===== config.mk =====
export PLATFORM = sky130hd
export DESIGN_NAME = ordered_unique_key_set_top
export DESIGN_NICKNAME = d
export VERILOG_FILES = /design/src/ouks_pkg.sv /design/src/ordered_unique_key_set_top.sv /design/src/ouks_cell.sv
export SDC_FILE = /design/constraint.sdc
export NUM_CORES = 1
export LEC_CHECK = 0
export ABC_CLOCK_PERIOD_IN_PS = 5040
export BUFFER_PORTS_ARGS = -buffer_cell sky130_fd_sc_hd__clkbuf_2
export CORE_AREA = 5 5 252 254
export CTS_CLUSTER_SIZE = 30
export DETAILED_ROUTE_END_ITERATION = 10
export DIE_AREA = 0 0 257 259
export HOLD_SLACK_MARGIN = 0.05
export PLACE_DENSITY = 0.65
export SLEW_MARGIN = 15
export SYNTH_ARGS = -nofsm -noshare
export SYNTH_HDL_FRONTEND = slang
export SYNTH_SLANG_ARGS = --single-unit

===== constraint.sdc =====
create_clock -name clk_i -period 5.04 [get_ports clk_i]
set_input_delay 0.756 -clock clk_i [delete_from_list [all_inputs] [get_ports clk_i]]
set_output_delay 0.756 -clock clk_i [all_outputs]
set_load 0.01 [all_outputs]

===== src/ouks_pkg.sv =====
package ouks_pkg;

  localparam logic CMD_INSERT = 1'b0;
  localparam logic CMD_REMOVE = 1'b1;

  localparam logic [2:0] ST_INSERTED  = 3'd0;
  localparam logic [2:0] ST_PRESENT   = 3'd1;
  localparam logic [2:0] ST_REMOVED   = 3'd2;
  localparam logic [2:0] ST_NOT_FOUND = 3'd3;
  localparam logic [2:0] ST_FULL      = 3'd4;

  localparam int unsigned CountOutBits = 5;

  typedef struct packed {
    logic load;
    logic shift;
  } cell_ctrl_t;

endpackage


===== src/ordered_unique_key_set_top.sv =====
// Ordered set of unique keys held in a row of ENTRIES cells. An item is taken
// while the block is idle; at that edge every cell compares its key with the
// incoming one, and the match is registered. Then, in the update state, the
// set is updated (append at the end, or removal with every later key moving
// down one cell) and the result is written to the output register. The update
// waits while a previous result has not been taken, and no new item is taken
// until the update is done.
module ordered_unique_key_set_top import ouks_pkg::*; #(
  parameter int unsigned ENTRIES  = 16,
  parameter int unsigned KEY_BITS = 32
) (
  input  logic                clk_i,
  input  logic                rst_ni,
  input  logic                in_valid_i,
  output logic                in_ready_o,
  input  logic                cmd_i,
  input  logic [KEY_BITS-1:0] key_i,
  output logic                out_valid_o,
  input  logic                out_ready_i,
  output logic [2:0]          status_o,
  output logic [4:0]          key_count_o
);

  localparam int unsigned CntW = $clog2(ENTRIES + 1);
  localparam int unsigned IdxW = (ENTRIES > 1) ? $clog2(ENTRIES) : 1;

  localparam logic S_IDLE = 1'b0;
  localparam logic S_UPD  = 1'b1;

  logic                state_q, state_d;
  logic                cmd_q;
  logic [KEY_BITS-1:0] key_q;
  logic [CntW-1:0]     cnt_q, cnt_d;
  logic                out_valid_q, out_valid_d;
  logic [2:0]          status_q, status_d;
  logic [4:0]          out_cnt_q;
  logic [4:0]          out_cnt_d;
  logic [CntW+4:0]     cnt_ext;

  logic                in_fire;
  logic                upd_go;
  logic                found;
  logic [IdxW-1:0]     pos;
  logic [ENTRIES-1:0]  hit;
  logic [ENTRIES-1:0]  occ;
  logic [KEY_BITS-1:0] cell_key [ENTRIES];
  cell_ctrl_t          ctrl [ENTRIES];

  assign in_ready_o = (state_q == S_IDLE);
  assign in_fire    = in_valid_i && in_ready_o;
  assign upd_go     = (state_q == S_UPD) && (!out_valid_q || out_ready_i);

  always_comb begin
    pos = '0;
    for (int i = 0; i < ENTRIES; i++) begin
      if (hit[i]) begin
        pos = pos | IdxW'(i);
      end
    end
  end
  assign found = |hit;

  for (genvar g = 0; g < ENTRIES; g++) begin : g_cell
    logic [KEY_BITS-1:0] nbr_key;

    if (g == ENTRIES - 1) begin : g_last
      assign nbr_key = cell_key[g];
    end else begin : g_mid
      assign nbr_key = cell_key[g+1];
    end

    assign occ[g] = CntW'(g) < cnt_q;
    assign ctrl[g].load  = upd_go && (cmd_q == CMD_INSERT) && !found &&
                           (cnt_q == CntW'(g));
    assign ctrl[g].shift = upd_go && (cmd_q == CMD_REMOVE) && found &&
                           (IdxW'(g) >= pos);

    ouks_cell #(
      .KEY_BITS(KEY_BITS)
    ) u_cell (
      .clk_i    (clk_i),
      .rst_ni   (rst_ni),
      .cap_en_i (in_fire),
      .occ_i    (occ[g]),
      .cmp_key_i(key_i),
      .new_key_i(key_q),
      .nbr_key_i(nbr_key),
      .ctrl_i   (ctrl[g]),
      .key_o    (cell_key[g]),
      .hit_o    (hit[g])
    );
  end

  always_comb begin
    cnt_d       = cnt_q;
    status_d    = status_q;
    out_valid_d = out_valid_q;
    state_d     = state_q;
    if (out_valid_q && out_ready_i) begin
      out_valid_d = 1'b0;
    end
    unique case (state_q)
      S_IDLE: begin
        if (in_fire) begin
          state_d = S_UPD;
        end
      end
      S_UPD: begin
        if (upd_go) begin
          state_d     = S_IDLE;
          out_valid_d = 1'b1;
          if (cmd_q == CMD_INSERT) begin
            if (found) begin
              status_d = ST_PRESENT;
            end else if (cnt_q == CntW'(ENTRIES)) begin
              status_d = ST_FULL;
            end else begin
              status_d = ST_INSERTED;
              cnt_d    = cnt_q + CntW'(1);
            end
          end else begin
            if (found) begin
              status_d = ST_REMOVED;
              cnt_d    = cnt_q - CntW'(1);
            end else begin
              status_d = ST_NOT_FOUND;
            end
          end
        end
      end
      default: state_d = S_IDLE;
    endcase
    cnt_ext   = {5'd0, cnt_d};
    out_cnt_d = cnt_ext[CountOutBits-1:0];
  end

  always_ff @(posedge clk_i or negedge rst_ni) begin
    if (!rst_ni) begin
      state_q     <= S_IDLE;
      cnt_q       <= '0;
      out_valid_q <= 1'b0;
    end else begin
      state_q     <= state_d;
      cnt_q       <= cnt_d;
      out_valid_q <= out_valid_d;
    end
  end

  always_ff @(posedge clk_i) begin
    if (in_fire) begin
      cmd_q <= cmd_i;
      key_q <= key_i;
    end
    if (upd_go) begin
      status_q  <= status_d;
      out_cnt_q <= out_cnt_d;
    end
  end

  assign out_valid_o = out_valid_q;
  assign status_o    = status_q;
  assign key_count_o = out_cnt_q;

endmodule


===== src/ouks_cell.sv =====
module ouks_cell import ouks_pkg::*; #(
  parameter int unsigned KEY_BITS = 32
) (
  input  logic                clk_i,
  input  logic                rst_ni,
  input  logic                cap_en_i,
  input  logic                occ_i,
  input  logic [KEY_BITS-1:0] cmp_key_i,
  input  logic [KEY_BITS-1:0] new_key_i,
  input  logic [KEY_BITS-1:0] nbr_key_i,
  input  cell_ctrl_t          ctrl_i,
  output logic [KEY_BITS-1:0] key_o,
  output logic                hit_o
);

  logic [KEY_BITS-1:0] key_q;
  logic                hit_q;

  always_ff @(posedge clk_i) begin
    if (ctrl_i.load) begin
      key_q <= new_key_i;
    end else if (ctrl_i.shift) begin
      key_q <= nbr_key_i;
    end
  end

  always_ff @(posedge clk_i or negedge rst_ni) begin
    if (!rst_ni) begin
      hit_q <= 1'b0;
    end else if (cap_en_i) begin
      hit_q <= occ_i && (key_q == cmp_key_i);
    end
  end

  assign key_o = key_q;
  assign hit_o = hit_q;

endmodule


==> results.tsv, run 1 <==
metric	value	unit
Synth area leader	edfxtp_1	
depth of the worst register-to-register path	5	
element type at the critical path end	register	
Worst Hold Class	primary input to async pin	
number of rows in the core area	91	
initial antenna violation count	4	
maximum fanout encountered on the critical timing path	33	
area fraction of the dominant cell type after synthesis	0.551	
Syn Inst Count	2086	
main combinational cell family by area after synthesis	multiplexers	
max capacitance violation total	0	
compound-gate portion of the synthesized area	0.0171	
worst path required time	5.26	ns
die area	0.0666	mm²
final worst setup slack	1.03	ns
worst slew pin tran	1.03	ns
number of flops mapped to enable cells by yosys	553	
synthesized area divided by synthesized cell count	14.4	µm²
number of clock buffers inserted by TritonCTS	66	
Worst setup SP type	register	
area taken by flip-flops and latches	0.0172	mm²
summed negative setup slack over all endpoints	0	ns
insertion delay to the later sink of the worst-skew pair	0.60	ns
initial core utilization	0.493	
worst vdd rail ir drop	0.360	mV
die width	257	µm
vias in the first global route	18100	
Yosys reg bits	576	
ratio of routed vias to standard cells	6.03	
total cell area at the placement stage	0.0311	mm²
Routed wire per std cell	30.9	µm
share of the synthesized netlist area taken by xor and xnor gates	0.148	
total standard cell area after synthesis	0.0301	mm²
detailed-router iteration count before antenna repair	5	
routability congestion estimate	0.976	
Period minus WS final	4.01	ns
DPL Wire Length	67.5	mm
origin of the worst setup path	g_cell[7].u_cell.hit_o	
distinct cell type count of the synthesized netlist	63	
count of unresolved DRC violations after routing	0	
FMAX	249	MHz
fill count	4950	
layout cell share with drive strength beyond 1	0.317	
via count	17700	
worst flop-to-flop path startpoint	g_cell[7].u_cell.hit_o	
arrival time of data at the critical path endpoint	4.23	ns
ports placed on the boundary	47	
Hold Fails Final Rpt	0	
number of hold buffers added after cts	0	
Clock Path Buffers	3	
final design area excluding fillers	0.0331	mm²
Post-Syn Nets	2128	
pwr dens	326	mW/mm²
WL final	90.5	mm
post-placement setup slack	1.13	ns
outcome	complete, no violations	
largest cells by area after synthesis	edfxtp_1 (55%), mux2_2 (17%), xor2_1 (9.0%)	
Clock Tree Root	clkbuf_16	
Fin Clk Skew	0.0280	ns
global-route wire length before repair	129	mm
relative area change from synthesis to final layout	9.90	%
total overflow reported by the global router	0	
Final #Nets	2135	
WS Path Type	register to register	
number of routed nets with antenna violations	0	
Post-Synth Simple-Gate Area	0.0537	
total routing resource utilization after global routing	0.268	
count of clock tree sinks	576	
I/O Buffers	46	
warnings from Yosys	0	
height of the chip	259	µm
fin crit share	0.795	
Max Transition Viols Final	0	
number of design-rule violations left by the first detailed-router iteration	1552	
largest net degree at the start of global routing	34	
adder and majority gate portion of the synthesized area	0.00208	
clock tree from TritonCTS	yes	
fraction of synthesized area in multiplexers	0.183	
worst-case headroom to the max-slew limit	0.316	
static power due to leakage	11.1	nW
unrepaired setup endpoints after global routing	false	
Finish-stage setup viols	0	
Max H-tree Level	3	
reg-to-reg slack, setup	1.03	ns
prevailing post-synth register cell	edfxtp_1	
placeable core region	0.0610	mm²
number of setup buffers added after CTS	0	
multi-input gate area in the final layout	0.0122	mm²
clock input transition at the sequential cells of the worst setup and hold paths	0.06	ns
fraction of registers with async set/reset	0.0399	
post-cts gate resize count	0	
proportion of synthesized chip area in sequential cells	0.571	
cells in the mapped netlist (all sizes together) (2+ instances only):
master   count
edfxtp     553
mux2       480
xor2       309
xnor2      200
clkbuf     108
nor4        84
nand4       62
buf         54
nand2       33
nand3       28
dfrtp       23
o21ai       23
nor3        20
nor2        14
inv         13
and3        11
a2111oi      6
a211o        6
ha           5
a21oi        4
a22o         4
and2         4
o31ai        4
a211oi       3
a21boi       3
and4         3
or3          3
a311oi       2
o21a         2
or4          2
flip-flops by register name, indices dropped and copies added (netlist names):
register             count
cmd_q                    1
cnt_q                    5
g_cell.u_cell.hit_o     16
g_cell.u_cell.key_o    512
key_count_o              5
key_q                   32
out_valid_o              1
state_q                  1
status_o                 3
critical path: stages (launching register included):
cell	delay [ns]
dfrtp_1	0.40
nor4_2	0.43
nand4_2	0.36
nor4_4	0.84
and3_2	0.85
or2_2	0.72
logic make-up after synthesis:
| group | Yosys count |
|---|---|
| AO/OA/AOI/OAI | 72 |
| XOR/XNOR | 509 |
| adder cells (fa/ha/maj) | 5 |
| buffers and inverters | 175 |
| flip-flops | 576 |
| multiplexers | 480 |
| AND/OR/NAND/NOR | 269 |
layout make-up:
cell class	count	area share
inverter	13	0.00147
tap	790	0.0299
timing repair buffer	101	0.0200
clock inverter	29	0.00681
antenna	1	0.0000756
multi-input combinational	1335	0.369
sequential	576	0.519
clock buffer	84	0.0535
metal layers:
| layer | vias up | global-route usage | share of wire |
|---|---|---|---|
| li1 | 7773 | - | - |
| met1 | 8998 | 0.341 | 0.40 |
| met2 | 691 | 0.451 | 0.48 |
| met3 | 195 | 0.0357 | 0.051 |
| met4 | 2 | 0.138 | 0.063 |
| met5 | - | 0 | 0.00014 |
layout by cell type (no fill, tap or decap), types with 33 or more instances in the layout:
cell type	n
mux2_2	442
nand2_1	33
nand4_1	60
buf_4	54
clkbuf_16	68
edfxtp_1	553
clkbuf_2	46
xor2_1	309
xnor2_1	200
nor4_1	82
power by group:
| group | switching [mW] | leakage, nW | internal (mW) |
|---|---|---|---|
| clock network | 1.93 | 0.968 | 2.63 |
| logic | 0.575 | 4.87 | 0.220 |
| registers | 0.204 | 5.29 | 5.24 |
through the flow:
| step | power, mW | hold slack, ns | instances | utilization |
|---|---|---|---|---|
| 2_1_floorplan | 5.87 | 0.438 | 2086 | - |
| 3_3_place_gp | 6.31 | 0.499 | 2814 | 0.509 |
| 3_5_place_dp | 6.31 | 0.493 | 2814 | 0.509 |
| 4_1_cts | 10.8 | 0.166 | 2927 | 0.542 |
| 5_1_grt | 11.1 | 0.211 | 2928 | 0.542 |
| 6_report | 10.8 | 0.191 | 2929 | 0.542 |
final timing paths:
path	to
max in group asynchronous	g_cell[13].u_cell.hit_o
worst min register to register	g_cell[8].u_cell.hit_o
worst max register to register	g_cell[11].u_cell.key_o[4]
worst min-delay path	cnt_q[2]
min in group clk_i	cmd_q
worst max-delay path	g_cell[11].u_cell.key_o[4]
Power figures use the tool's default switching activity.
==> inputs of run 2 (changes only) <==
ABC_CLOCK_PERIOD_IN_PS = 4000   (was 5040)
clock period = 4 ns   (was 5.04 ns; I/O delays follow)
==> run 2 against run 1 <==
Against the previous run:
- worst setup slack got worse by 0.65 ns
- largest power group unchanged
- total power up 26%
- global-route usage grew 0.30 points
- sequential share of layout area shrank 0.33 points
- combinational power up 32%
- clock power increased by 25%
- design area increased by 0.63%
==> results.tsv, run 2 (synthesis results as in run 1) <==
metric	value	unit	change
initial antenna violation count	4		unchanged
Routed wire per std cell	30.9	µm	about the same
M3 GR Usage	0.0312		-0.00447
clock input transition at the sequential cells of the worst setup and hold paths	0.06	ns	about the same
WS Path Type	register to register		
Max H-tree Level	2		-1
number of setup buffers added after CTS	0		unchanged
DPL Wire Length	69.5	mm	+2.9%
global-route wire length before repair	131	mm	+1.2%
layout cell share with drive strength beyond 1	0.331		+0.0134
total overflow reported by the global router	0		unchanged
summed negative setup slack over all endpoints	0	ns	unchanged
depth of the worst register-to-register path	5		unchanged
maximum fanout encountered on the critical timing path	32		-3.0%
commonest non-fill, non-tap cell in the layout	edfxtp_1		
detailed-router iteration count before antenna repair	5		unchanged
most frequent cells in the layout	edfxtp_1 (553), mux2_2 (442), xor2_1 (309)		
WHS Path Cells	1		
Fin Clk Skew	0.0264	ns	-0.00158 ns
met2 track utilization from global routing	0.468		+0.0165
static power due to leakage	11.3	nW	+1.2%
insertion delay to the later sink of the worst-skew pair	0.65	ns	+0.05 ns
vias in the first global route	18300		+1.0%
final worst setup slack	0.380	ns	-0.651 ns
fill count	4953		+0.061%
final antenna diode count	0		-1
number of design-rule violations left by the first detailed-router iteration	1473		-5.1%
proportion of total power due to net switching	0.250		-0.000540
element type at the critical path end	register		
Period minus WS final	3.62	ns	-0.389 ns
initial core utilization	0.493		unchanged
pwr dens	408	mW/mm²	+25%
die width	257	µm	unchanged
reg-to-reg slack, setup	0.38	ns	-0.65 ns
post-placement setup slack	0.566	ns	-0.568 ns
beginning of the worst hold path	cmd_i		
clock share of power	0.419		-0.003
outcome	complete, no violations		
number of clock buffers inserted by TritonCTS	61		-7.6%
arrival time of data at the critical path endpoint	3.89	ns	-0.34 ns
most used routing layer	met2		
unrepaired setup endpoints after global routing	false		
worst vdd rail ir drop	0.334	mV	-7.2%
Worst setup SP type	register		
Max Transition Viols Final	0		unchanged
count of clock tree sinks	576		unchanged
GR met1 Demand/Resource	0.342		+0.00107
ratio of routed vias to standard cells	5.95		-1.3%
height of the chip	259	µm	unchanged
routability congestion estimate	1.00		+2.6%
die area	0.0666	mm²	unchanged
Finish-stage setup viols	0		unchanged
net switching component of the power	3.39	mW	+25%
ports placed on the boundary	47		unchanged
Clock Path Buffers	3		unchanged
worst slew pin tran	1.14	ns	+0.119 ns
fin crit share	0.905		+0.110
post-cts gate resize count	0		unchanged
Endpoint, Worst Hold	cmd_q		
largest net degree at the start of global routing	35		+2.9%
total routing resource utilization after global routing	0.271		+0.00304
placeable core region	0.0610	mm²	unchanged
FMAX	276	MHz	+11%
relative area change from synthesis to final layout	10.6	%	
number of hold buffers added after cts	1		+1
clock tree from TritonCTS	yes		
combinational fraction of design power	0.077		+0.003
count of unresolved DRC violations after routing	0		unchanged
number of routed nets with antenna violations	0		unchanged
max capacitance violation total	0		unchanged
WL final	91.3	mm	+0.83%
power share of the sequential group	0.503		about the same
end of the worst register-to-register path	g_cell[12].u_cell.key_o[22]		
worst flop-to-flop path startpoint	g_cell[12].u_cell.hit_o		
via count	17600		-0.41%
max reg flops	512		unchanged
internal portion of total power	10.2	mW	+26%
number of rows in the core area	91		unchanged
Final #Nets	2160		+1.2%
I/O Buffers	46		unchanged
worst-case headroom to the max-slew limit	0.229		-0.0875
Clock Tree Root	clkbuf_16		
Hold Fails Final Rpt	0		unchanged
Worst Hold Class	primary input to register		
worst path required time	4.27	ns	-0.99 ns
==> run 2: cell types whose count changed in the layout (fill, tap and decap cells not counted), moves of 2 or more <==
cell        delta
buf_4         +29
clkbuf_16      -7
clkinvlp_4     +3
bufinv_16      +4
clkbuf_1       -3
nand3_2        +2
clkinv_2       +5
nand3_1        -2
clkinv_1       -5
==> run 2: power by group through the flow <==
| stage | combinational (mW) | clock [mW] | sequential [mW] |
|---|---|---|---|
| global route | 1.10 | 6.03 | 6.84 |
| detailed placement | 1.03 | 0 | 6.95 |
| CTS | 1.04 | 5.78 | 6.83 |
| floorplan | 0.613 | 0 | 6.78 |
| finish | 1.05 | 5.69 | 6.84 |
| global placement | 1.04 | 0 | 6.95 |
==> run 2: layer usage <==
| metal | wire length, µm | part of all wire |
|---|---|---|
| met1 | 36300 | 0.40 |
| met2 | 45400 | 0.50 |
| met3 | 4670 | 0.051 |
| met4 | 4900 | 0.054 |
| met5 | 0 | 0 |
==> run 2: how the worst max path moves through the flow <==
stage / slack [ns] / endpoint / depth (start not counted) / start
5_1_grt: 0.37 / g_cell[13].u_cell.key_o[6] / 5 / g_cell[10].u_cell.hit_o
4_1_cts: 0.54 / g_cell[13].u_cell.key_o[6] / 5 / g_cell[10].u_cell.hit_o
3_5_place_dp: 0.57 / g_cell[13].u_cell.key_o[18] / 5 / g_cell[12].u_cell.hit_o
6_report: 0.38 / g_cell[12].u_cell.key_o[22] / 5 / g_cell[12].u_cell.hit_o
2_1_floorplan: 0.50 / g_cell[5].u_cell.key_o[0] / 6 / g_cell[1].u_cell.hit_o
3_3_place_gp: 0.59 / g_cell[13].u_cell.key_o[18] / 5 / g_cell[13].u_cell.hit_o
==> run 2: worst max-delay path: stages, from the launching register on <==
cell     delay (ns)
dfrtp_1        0.40
nor3_1         0.43
nand4_2        0.46
o21ai_0        0.81
nor3_1         0.27
or3_2          0.86
==> run 2: metrics by stage <==
| stage | cell area (µm²) | power (mW) | instances | utilization | hold slack [ns] |
|---|---|---|---|---|---|
| floorplan | 30100 | 7.39 | 2086 | - | 0.304 |
| global placement | 31300 | 7.99 | 2844 | 0.513 | 0.482 |
| detailed placement | 31300 | 7.99 | 2844 | 0.513 | 0.512 |
| CTS | 33300 | 13.6 | 2956 | 0.546 | 0.118 |
| global route | 33300 | 14.0 | 2956 | 0.546 | 0.135 |
| finish | 33300 | 13.6 | 2956 | 0.546 | 0.152 |
==> run 2: area by class of cell <==
type,count,area (µm²),area share
clock buffers,75,1600,0.0480
clock inverters,36,378,0.0113
inverters,13,48.8,0.00147
multi-input cells,1335,12200,0.367
flip-flops and latches,576,17200,0.516
well taps,790,988,0.0297
repair buffers,131,883,0.0265
